`src/hdl/lrrw_pkg.sv`:
```
// Shared constants, types and helper functions for the log request-rate window block.
package lrrw_pkg;

  localparam int RING_DEPTH = 1024;
  localparam int RING_AW    = $clog2(RING_DEPTH);
  localparam int FILL_W     = $clog2(RING_DEPTH + 1);

  localparam int IN_W  = 56;
  localparam int OUT_W = 88;

  localparam logic [11:0] EPOCH_YEAR         = 12'd1970;
  localparam logic [10:0] LEAPS_BEFORE_EPOCH = 11'd477;
  localparam logic [12:0] RECIP_100          = 13'd5243;
  localparam int          RECIP_SHIFT        = 19;
  localparam logic [19:0] DAYS_PER_YEAR      = 20'd365;
  localparam logic [18:0] SECS_PER_HOUR      = 19'd3600;
  localparam logic [18:0] SECS_PER_MIN       = 19'd60;
  localparam logic signed [39:0] SECS_PER_DAY = 40'sd86400;
  localparam logic signed [39:0] TS_MAX      = 40'sd4294967295;
  localparam logic signed [39:0] TS_MIN      = -40'sd4294967296;
  localparam logic [15:0] GAP_RESET          = 16'd10;
  localparam logic [3:0]  SERVER_ERROR_CLASS = 4'd5;

  typedef enum logic [3:0] {
    S_IDLE,
    S_LEAP,
    S_DAYS,
    S_MUL,
    S_SAT,
    S_PUSH,
    S_RD,
    S_CMP,
    S_DONE
  } state_t;

  typedef struct packed {
    logic load;
    logic push;
    logic rd;
    logic pop;
    logic emit;
  } ctrl_cmd_t;

  typedef struct packed {
    logic pop_ok;
    logic out_busy;
  } dp_stat_t;

  // days before the first of the month; months past December count as December
  function automatic logic [8:0] cum_days(input logic [3:0] mon);
    logic [8:0] d;
    case (mon)
      4'd0:    d = 9'd0;
      4'd1:    d = 9'd31;
      4'd2:    d = 9'd59;
      4'd3:    d = 9'd90;
      4'd4:    d = 9'd120;
      4'd5:    d = 9'd151;
      4'd6:    d = 9'd181;
      4'd7:    d = 9'd212;
      4'd8:    d = 9'd243;
      4'd9:    d = 9'd273;
      4'd10:   d = 9'd304;
      default: d = 9'd334;
    endcase
    return d;
  endfunction

  function automatic logic [RING_AW-1:0] ring_next(input logic [RING_AW-1:0] p);
    return (p == RING_AW'(RING_DEPTH - 1)) ? '0 : p + 1'b1;
  endfunction

endpackage

```
`src/hdl/lrrw_ctrl.sv`:
```
// Controller state machine sequencing conversion, ring push, pops and result hand-off.
module lrrw_ctrl (
  input  logic                 clk,
  input  logic                 rst_n,
  input  logic                 in_tvalid,
  output logic                 in_tready,
  input  lrrw_pkg::dp_stat_t   stat,
  output lrrw_pkg::ctrl_cmd_t  cmd
);
  import lrrw_pkg::*;

  state_t state_r, state_nxt;

  always_ff @(posedge clk) begin
    if (!rst_n) begin
      state_r <= S_IDLE;
    end else begin
      state_r <= state_nxt;
    end
  end

  always_comb begin
    state_nxt = state_r;
    unique case (state_r)
      S_IDLE: if (in_tvalid) state_nxt = S_LEAP;
      S_LEAP: state_nxt = S_DAYS;
      S_DAYS: state_nxt = S_MUL;
      S_MUL:  state_nxt = S_SAT;
      S_SAT:  state_nxt = S_PUSH;
      S_PUSH: state_nxt = S_RD;
      S_RD:   state_nxt = S_CMP;
      S_CMP:  state_nxt = stat.pop_ok ? S_RD : S_DONE;
      S_DONE: if (!stat.out_busy) state_nxt = S_IDLE;
      default: state_nxt = S_IDLE;
    endcase
  end

  always_comb begin
    in_tready = 1'b0;
    cmd       = '0;
    unique case (state_r)
      S_IDLE: begin
        in_tready = 1'b1;
        cmd.load  = in_tvalid;
      end
      S_PUSH: cmd.push = 1'b1;
      S_RD:   cmd.rd   = 1'b1;
      S_CMP:  cmd.pop  = stat.pop_ok;
      S_DONE: cmd.emit = !stat.out_busy;
      default: cmd = '0;
    endcase
  end

endmodule

```
`config.mk`:
```
export PLATFORM = sky130hd
export DESIGN_NAME = lrrw_ctrl
export DESIGN_NICKNAME = d
export VERILOG_FILES = /design/src/hdl/lrrw_pkg.sv /design/src/hdl/lrrw_ctrl.sv
export SDC_FILE = /design/constraint.sdc
export NUM_CORES = 1
export LEC_CHECK = 0
export ABC_AREA = 1
export BUFFER_PORTS_ARGS = -buffer_cell sky130_fd_sc_hd__clkbuf_2
export CAP_MARGIN = 20
export CORE_AREA = 4 4 41 43
export CTS_CLUSTER_SIZE = 30
export DETAILED_ROUTE_END_ITERATION = 10
export DIE_AREA = 0 0 45 47
export GPL_ROUTABILITY_DRIVEN = 1
export GPL_TIMING_DRIVEN = 0
export PLACE_DENSITY = 0.38
export RECOVER_POWER = 100
export SLEW_MARGIN = 5
export SYNTH_ARGS = -nofsm -noshare
export SYNTH_HDL_FRONTEND = slang
export SYNTH_SLANG_ARGS = --single-unit
export TNS_END_PERCENT = 5
```
`constraint.sdc`:
```
create_clock -name clk -period 1.1 [get_ports clk]
set_clock_uncertainty 0.1 [all_clocks]
set_input_delay 0.11 -clock clk [delete_from_list [all_inputs] [get_ports clk]]
set_output_delay 0.11 -clock clk [all_outputs]
set_load 0.01 [all_outputs]
```
# Word level (Yosys, flattened, before mapping)
# Index checks and enable logic that the tools add are counted.
# totals
reg_bits,4
in_bits,5
out_inout_bits,6
word_cells,24
# classes
n_eq_ne,10
mux,10
n_reduce_logical,3
# ops
cell,n
4-bit case mux with 9 select lines,1
4-bit by 3-bit equality test with 1-bit output (second input constant),4
4-bit 2-to-1 mux,3
4-bit by 2-bit equality test with 1-bit output (second input constant),2
1-bit 2-to-1 mux,6
4-bit by 1-bit equality test with 1-bit output (second input constant),1
4-bit equality test (second input constant),1
4-bit logical NOT,1
2-bit != test (second input constant),2
2-bit AND reduction,1
1-bit logical NOT,1

# Logic depth before layout (Yosys ltp)
# Gate-level depths: netlist of run 1.
# depth
ltp_word,3
mapped_depth,6
depth_no_buf,6

# Least setup slack after synthesis of run 1
# Ideal clock, no wire load.
# synth_path
path_kind,register -> output
start,reg state_r[2]
end,out cmd[1] (netlist bit)
arrival_time_ns,0.835
t_required_ns,0.890
slack_ns,0.055
path_stages_with_launch,5
path_buffers,0
path_cell_list,dfxtp_1 inv_1 nor2_1 inv_1 nor3_1
# synth_rtl
item,line_no,source
start: declaration,lrrw_ctrl.sv:12,"state_t state_r, state_nxt;"
start signal: assignment,lrrw_ctrl.sv:18,state_r <= state_nxt;
end: declaration,lrrw_ctrl.sv:8,output lrrw_pkg::ctrl_cmd_t cmd

==> impl_metrics.tcl, run 1 <==
set metrics [dict create \
    area_growth_pct 73.7 \
    fin_util_pct 33.1 \
    status "complete, but fails checks" \
    insertion_delay_ns 0.23 \
    period_share_pct 114 \
    drtPass1Iterations 4 \
    num_vias 305 \
    largest_reg_flops 4 \
    grt_pass1_wl_um 1100 \
    synth_seq_area_share_pct 32.3 \
    p_leak_nw 0.212 \
    core_mm2 0.00130 \
    grt_util_all_layers_pct 7.50 \
    synth_seq_cells 4 \
    r2r_start "state_r[2]" \
    grt_max_degree 7 \
    finalSetupViolCount 9 \
    start_kind "flop" \
    drtIter0Drc 1 \
    pre_cts_ws_ns -0.0386 \
    rr_worst_depth 9 \
    worst_ep_required_time_ns 0.89 \
    critPathBufInv 2 \
    critPathMaxFanout 5 \
    hold_class "in2reg" \
    crit_path_top_delay_cell "dfxtp_4" \
    tightestPinTransition_ns 0.155 \
    hold_viol_final 0 \
    max_freq_ghz 0.800 \
    slew_viol_final 0 \
    arrival_ns 1.04 \
    final.min_clock_period_ns 1.25 \
    die_x_um 45 \
    cp-end-kind "primary output" \
    dpl.cell_count 67 \
    antenna_found_initial 0 \
    n_antenna_cell 0 \
    wl_per_cell_um 8.58 \
    htreeDepth 1 \
    power_density_mw_per_mm2 1140 \
    violations "setup timing" \
    rrSetupSlack_ns -0.15 \
    wirelength_um 635 \
    rsz0062_at_grt "true" \
    clkTransAtPathRegs_ns 0.03 \
    final_net_count 66 \
    num-fill-cells 162 \
    grt-ovfl-total 0 \
    cts_root_buf "clkbuf_4" \
    slowest_delay_ns 0.39 \
    clock-sinks 4 \
    cp.depth 5 \
    ir_drop_uv 506 \
    slew_headroom_pct 89.7 \
    initial_core_util_pct 19.0 \
    viasPerCell 4.12 \
    cts_inserted_buffers 3 \
    cp-startpoint "state_r[3]" \
    reg_top3 "state_r x4" \
    cts_tree "yes" \
    drive_above_1_share_pct 61.0 \
    die-area_mm2 0.00212 \
    regMostFlops "state_r" \
    port-buffer-count 10 \
    dp_hpwl_um 460 \
    synth.distinct_cells 11 \
    crit_end "cmd[0]" \
    die_h_um 47 \
    critical_path.cell_chain "inv_4 -> nor2_4 -> nand2_1 -> nor2_1 -> buf_2" \
    fin_setup_tns_ns -1.00 \
    path_class "reg2out" \
    synthCells 42 \
    syn_area_per_cell_um2 5.90 \
    syn-cell-area_um2 248 \
    maxCapViolCount 0 \
    layout.cells.non_filler 74 \
    crit_family "flip-flops" \
    gp_congestion 0.769 \
    yosysWarnings 0 \
    ios 11 \
    grt_pass1_vias 291 \
    rows 13 \
    r2r_end "state_r[1]" \
    clock_path_buffers 2 \
    synth_nets 47 \
    drc 0 \
    final_antenna_net_count 0 \
    layout_setup_ws_ns -0.150 \
]
-- final cells by class --
type | count | area, µm² | area share [%]
Clock buffer | 3 | 22.5 | 5.23
Multi-Input combinational cell | 29 | 180 | 41.9
Tap cell | 15 | 18.8 | 4.36
Timing Repair Buffer | 14 | 80.1 | 18.6
Sequential cell | 4 | 92.6 | 21.5
Inverter | 9 | 36.3 | 8.43
-- cells by family (layout without fill, tap and decap cells) --
family,after synthesis,in the layout,share of synthesized area (%)
AND/OR/NAND/NOR,27,27,48.5
buffers and inverters,9,26,13.6
flip-flops,4,4,32.3
AO/OA/AOI/OAI,2,2,5.55
-- tightest hold or removal path: stages --
cell,delay [ns]
clkbuf_2,0.09
nand3_2,0.08
a21oi_2,0.05
-- Yosys cell counts, drive strengths merged --
| master | instances | area share, % |
|---|---|---|
| nand3 | 5 | 12 |
| nor3 | 2 | 4.0 |
| a21oi | 2 | 5.6 |
| nor2 | 11 | 18 |
| nand2 | 9 | 15 |
| inv | 9 | 14 |
| dfxtp | 4 | 32 |
-- how the worst min path moves through the flow --
stage / startpoint / endpoint / slack [ns] / cells past startpoint
2_1_floorplan: stat[0] / cmd[0] / 0.17 / 1
3_3_place_gp: stat[0] / state_r[3] / 0.30 / 3
3_5_place_dp: stat[0] / state_r[3] / 0.30 / 3
4_1_cts: stat[0] / state_r[3] / 0.05 / 3
5_1_grt: stat[0] / state_r[3] / 0.05 / 3
6_report: stat[0] / state_r[3] / 0.05 / 3
-- per-layer routing --
metal	up-vias	GRT usage (%)	wire length (µm)
met2	5	11.6	330
li1	163	-	-
met4	0	7.02	0
met1	137	8.16	280
met5	-	0	0
met3	0	2.30	24
-- where the power goes --
part	total [W]	switching, W	internal [W]	leakage (nW)
Sequential	0.000181	0.0000235	0.000157	0.0353
Combinational	0.000137	0.0000746	0.0000622	0.162
Clock	0.000174	0.0000527	0.000122	0.0138
Total	0.000492	0.000151	0.000341	0.212
-- cell usage in the layout, fill, tap and decap left out, types with 2 or more instances in the layout --
| cell type | netlist | layout |
|---|---|---|
| nor3_2 | 0 | 2 |
| nand2_2 | 1 | 3 |
| nor2_1 | 10 | 7 |
| dfxtp_4 | 0 | 3 |
| clkbuf_2 | 0 | 5 |
| nand3_1 | 4 | 4 |
| inv_1 | 9 | 6 |
| buf_2 | 0 | 5 |
| clkbuf_4 | 0 | 3 |
| buf_4 | 0 | 4 |
| inv_2 | 0 | 2 |
| a21oi_2 | 1 | 2 |
| nand2_1 | 8 | 6 |
| nor2_4 | 0 | 4 |
-- what timing repair did --
item | in CTS | in global routing
pin swaps | 3 | 6
setup buffers | 3 | 1
hold buffers | 0 | 0
cloned | 0 | 0
endpoints found under the setup margin | 6 | 9
resized for setup | 17 | 11
-- per-stage QoR --
stage          area [µm²]  total power (W)  hold slack, ns
6_report              430         0.000492          0.0513
5_1_grt               430         0.000544          0.0511
4_1_cts               405         0.000488          0.0477
3_5_place_dp          317         0.000281           0.299
3_3_place_gp          317         0.000281           0.300
2_1_floorplan         248         0.000244           0.168
(Power assumes the default switching activity.)
==> run 2: changes to the inputs <==
CAP_MARGIN = not set   (was 20)
PLACE_DENSITY = not set   (was 0.38)
SETUP_SLACK_MARGIN = 0.4   (was not set)
==> run 2 against run 1 <==
  * The flow still finishes with violations (setup timing)
  * Via count fell by 1.3%
  * Non-clock buffer count is 1 higher
  * Final cell count rose by 1.4%
  * Wire length fell by 2.8%
  * Critical endpoint is now cmd[1]
  * Utilization grew 0.96 points
  * Clock power barely moved
  * Maximum frequency up 2.2%
  * Critical path depth unchanged
  * Count of clock-buffer cells in the layout is the same
  * Sequential share of layout area decreased by 0.61 points
  * Largest power group unchanged
  * Critical path type unchanged
==> impl_metrics.tcl, run 2 (synthesis gave the netlist of run 1 again) <==
set metrics [dict create \
    finalPower_w 0.000505 \
    wirelength_um 617 \
    n_antenna_cell 0 \
    design_area_um2 443 \
    viasPerCell 4.01 \
    drtPass1Iterations 4 \
    grt_max_degree 7 \
    rsz0062_at_grt "true" \
    max_freq_ghz 0.818 \
    placed_area_um2 357 \
    die_x_um 45 \
    gp_congestion 0.735 \
    grt-ovfl-total 0 \
    cts_tree "yes" \
    final_net_count 67 \
    layout.cells.non_filler 75 \
    drc 0 \
    ctsHoldBuffers 0 \
    status "complete, but fails checks" \
    final_common_cell "nand2_1" \
    largest_reg_flops 4 \
    slew_headroom_pct 90.6 \
    worst_ep_required_time_ns 0.89 \
    slew_viol_final 0 \
    initial_core_util_pct 19.0 \
    critPathMaxFanout 3 \
    finalSetupViolCount 6 \
    die_h_um 47 \
    arrival_ns 1.01 \
    htreeDepth 1 \
    area_growth_pct 78.8 \
    num_vias 301 \
    hold_class "in2reg" \
    dp_hpwl_um 474 \
    ios 11 \
    antenna_found_initial 0 \
    power_density_mw_per_mm2 1140 \
    p_leak_nw 0.229 \
    regMostFlops "state_r" \
    period_share_pct 111 \
    final.min_clock_period_ns 1.22 \
    core_mm2 0.00130 \
    grt_util_all_layers_pct 7.04 \
    fin_util_pct 34.0 \
    rows 13 \
    clock-sinks 4 \
    cts_root_buf "clkbuf_4" \
    mostFrequentLayoutCells "7 x nand2_1, 6 x inv_1, 5 x nor2_1, 5 x clkbuf_2, 5 x buf_2" \
    hold_viol_final 0 \
    cts_inserted_buffers 3 \
    wl_per_cell_um 8.23 \
    violations "setup timing" \
    grt_pass1_vias 282 \
    final_antenna_net_count 0 \
    dpl.cell_count 67 \
    clkTransAtPathRegs_ns 0.03 \
    layout_setup_ws_ns -0.123 \
    drive_above_1_share_pct 63.3 \
    grt_pass1_wl_um 1030 \
    insertion_delay_ns 0.23 \
    die-area_mm2 0.00212 \
    ir_drop_uv 362 \
    drtIter0Drc 6 \
    clock_path_buffers 2 \
    maxCapViolCount 0 \
    cp-end-kind "primary output" \
    tightestPinTransition_ns 0.140 \
    reg_top3 "state_r x4" \
    port-buffer-count 10 \
    start_kind "flop" \
    path_class "reg2out" \
]
==> run 2: path summary, 6_finish.rpt <==
path | start | cells after the start | slack, ns | end
worst min-delay path | rst_n | 3 | 0.05 | state_r[3]
worst min register to register | state_r[0] | 3 | 0.47 | state_r[0]
worst max-delay path | state_r[2] | 5 | -0.12 | cmd[1]
worst max register to register | state_r[1] | 5 | 0.03 | state_r[0]
==> run 2: through the flow <==
| stage | setup TNS [ns] | hold WS (ns) | worst slack (ns) |
|---|---|---|---|
| after global routing | -1.07 | 0.0704 | -0.216 |
| after global placement | 0 | 0.290 | 0.0333 |
| after detailed placement | 0 | 0.288 | 0.0249 |
| after CTS | -0.805 | 0.0403 | -0.148 |
| after floorplan | 0 | 0.151 | 0.153 |
| final | -0.618 | 0.0479 | -0.123 |
==> run 2: layer usage <==
metal	routed length [µm]	global-route usage (%)
met1	258	7.53
met2	301	10.7
met3	57	2.30
met4	0	7.02
met5	0	0
==> run 2: power breakdown <==
part           internal [W]  switching, W  leakage (nW)
combinational     0.0000678     0.0000792         0.179
clock              0.000122     0.0000557        0.0138
sequential         0.000157     0.0000233        0.0353
==> run 2: what timing repair did <==
item	in CTS	in global routing
gates resized for setup	8	7
buffers inserted	5	0
endpoints found under the setup margin	10	10
pin swaps	7	2
==> run 2: area by class of cell <==
class	instances	area, µm²
flip-flops and latches	4	92.6
repair buffers	15	87.6
fillers	152	858
inverters	9	36.3
clock buffers	3	22.5
well taps	15	18.8
multi-input cells	29	185
==> run 2: critical path: stages (launching register included) <==
cell and delay [ns]:
dfxtp_4 0.37, inv_4 0.04, nor2_4 0.08, inv_2 0.06
nor3_4 0.09, buf_2 0.14
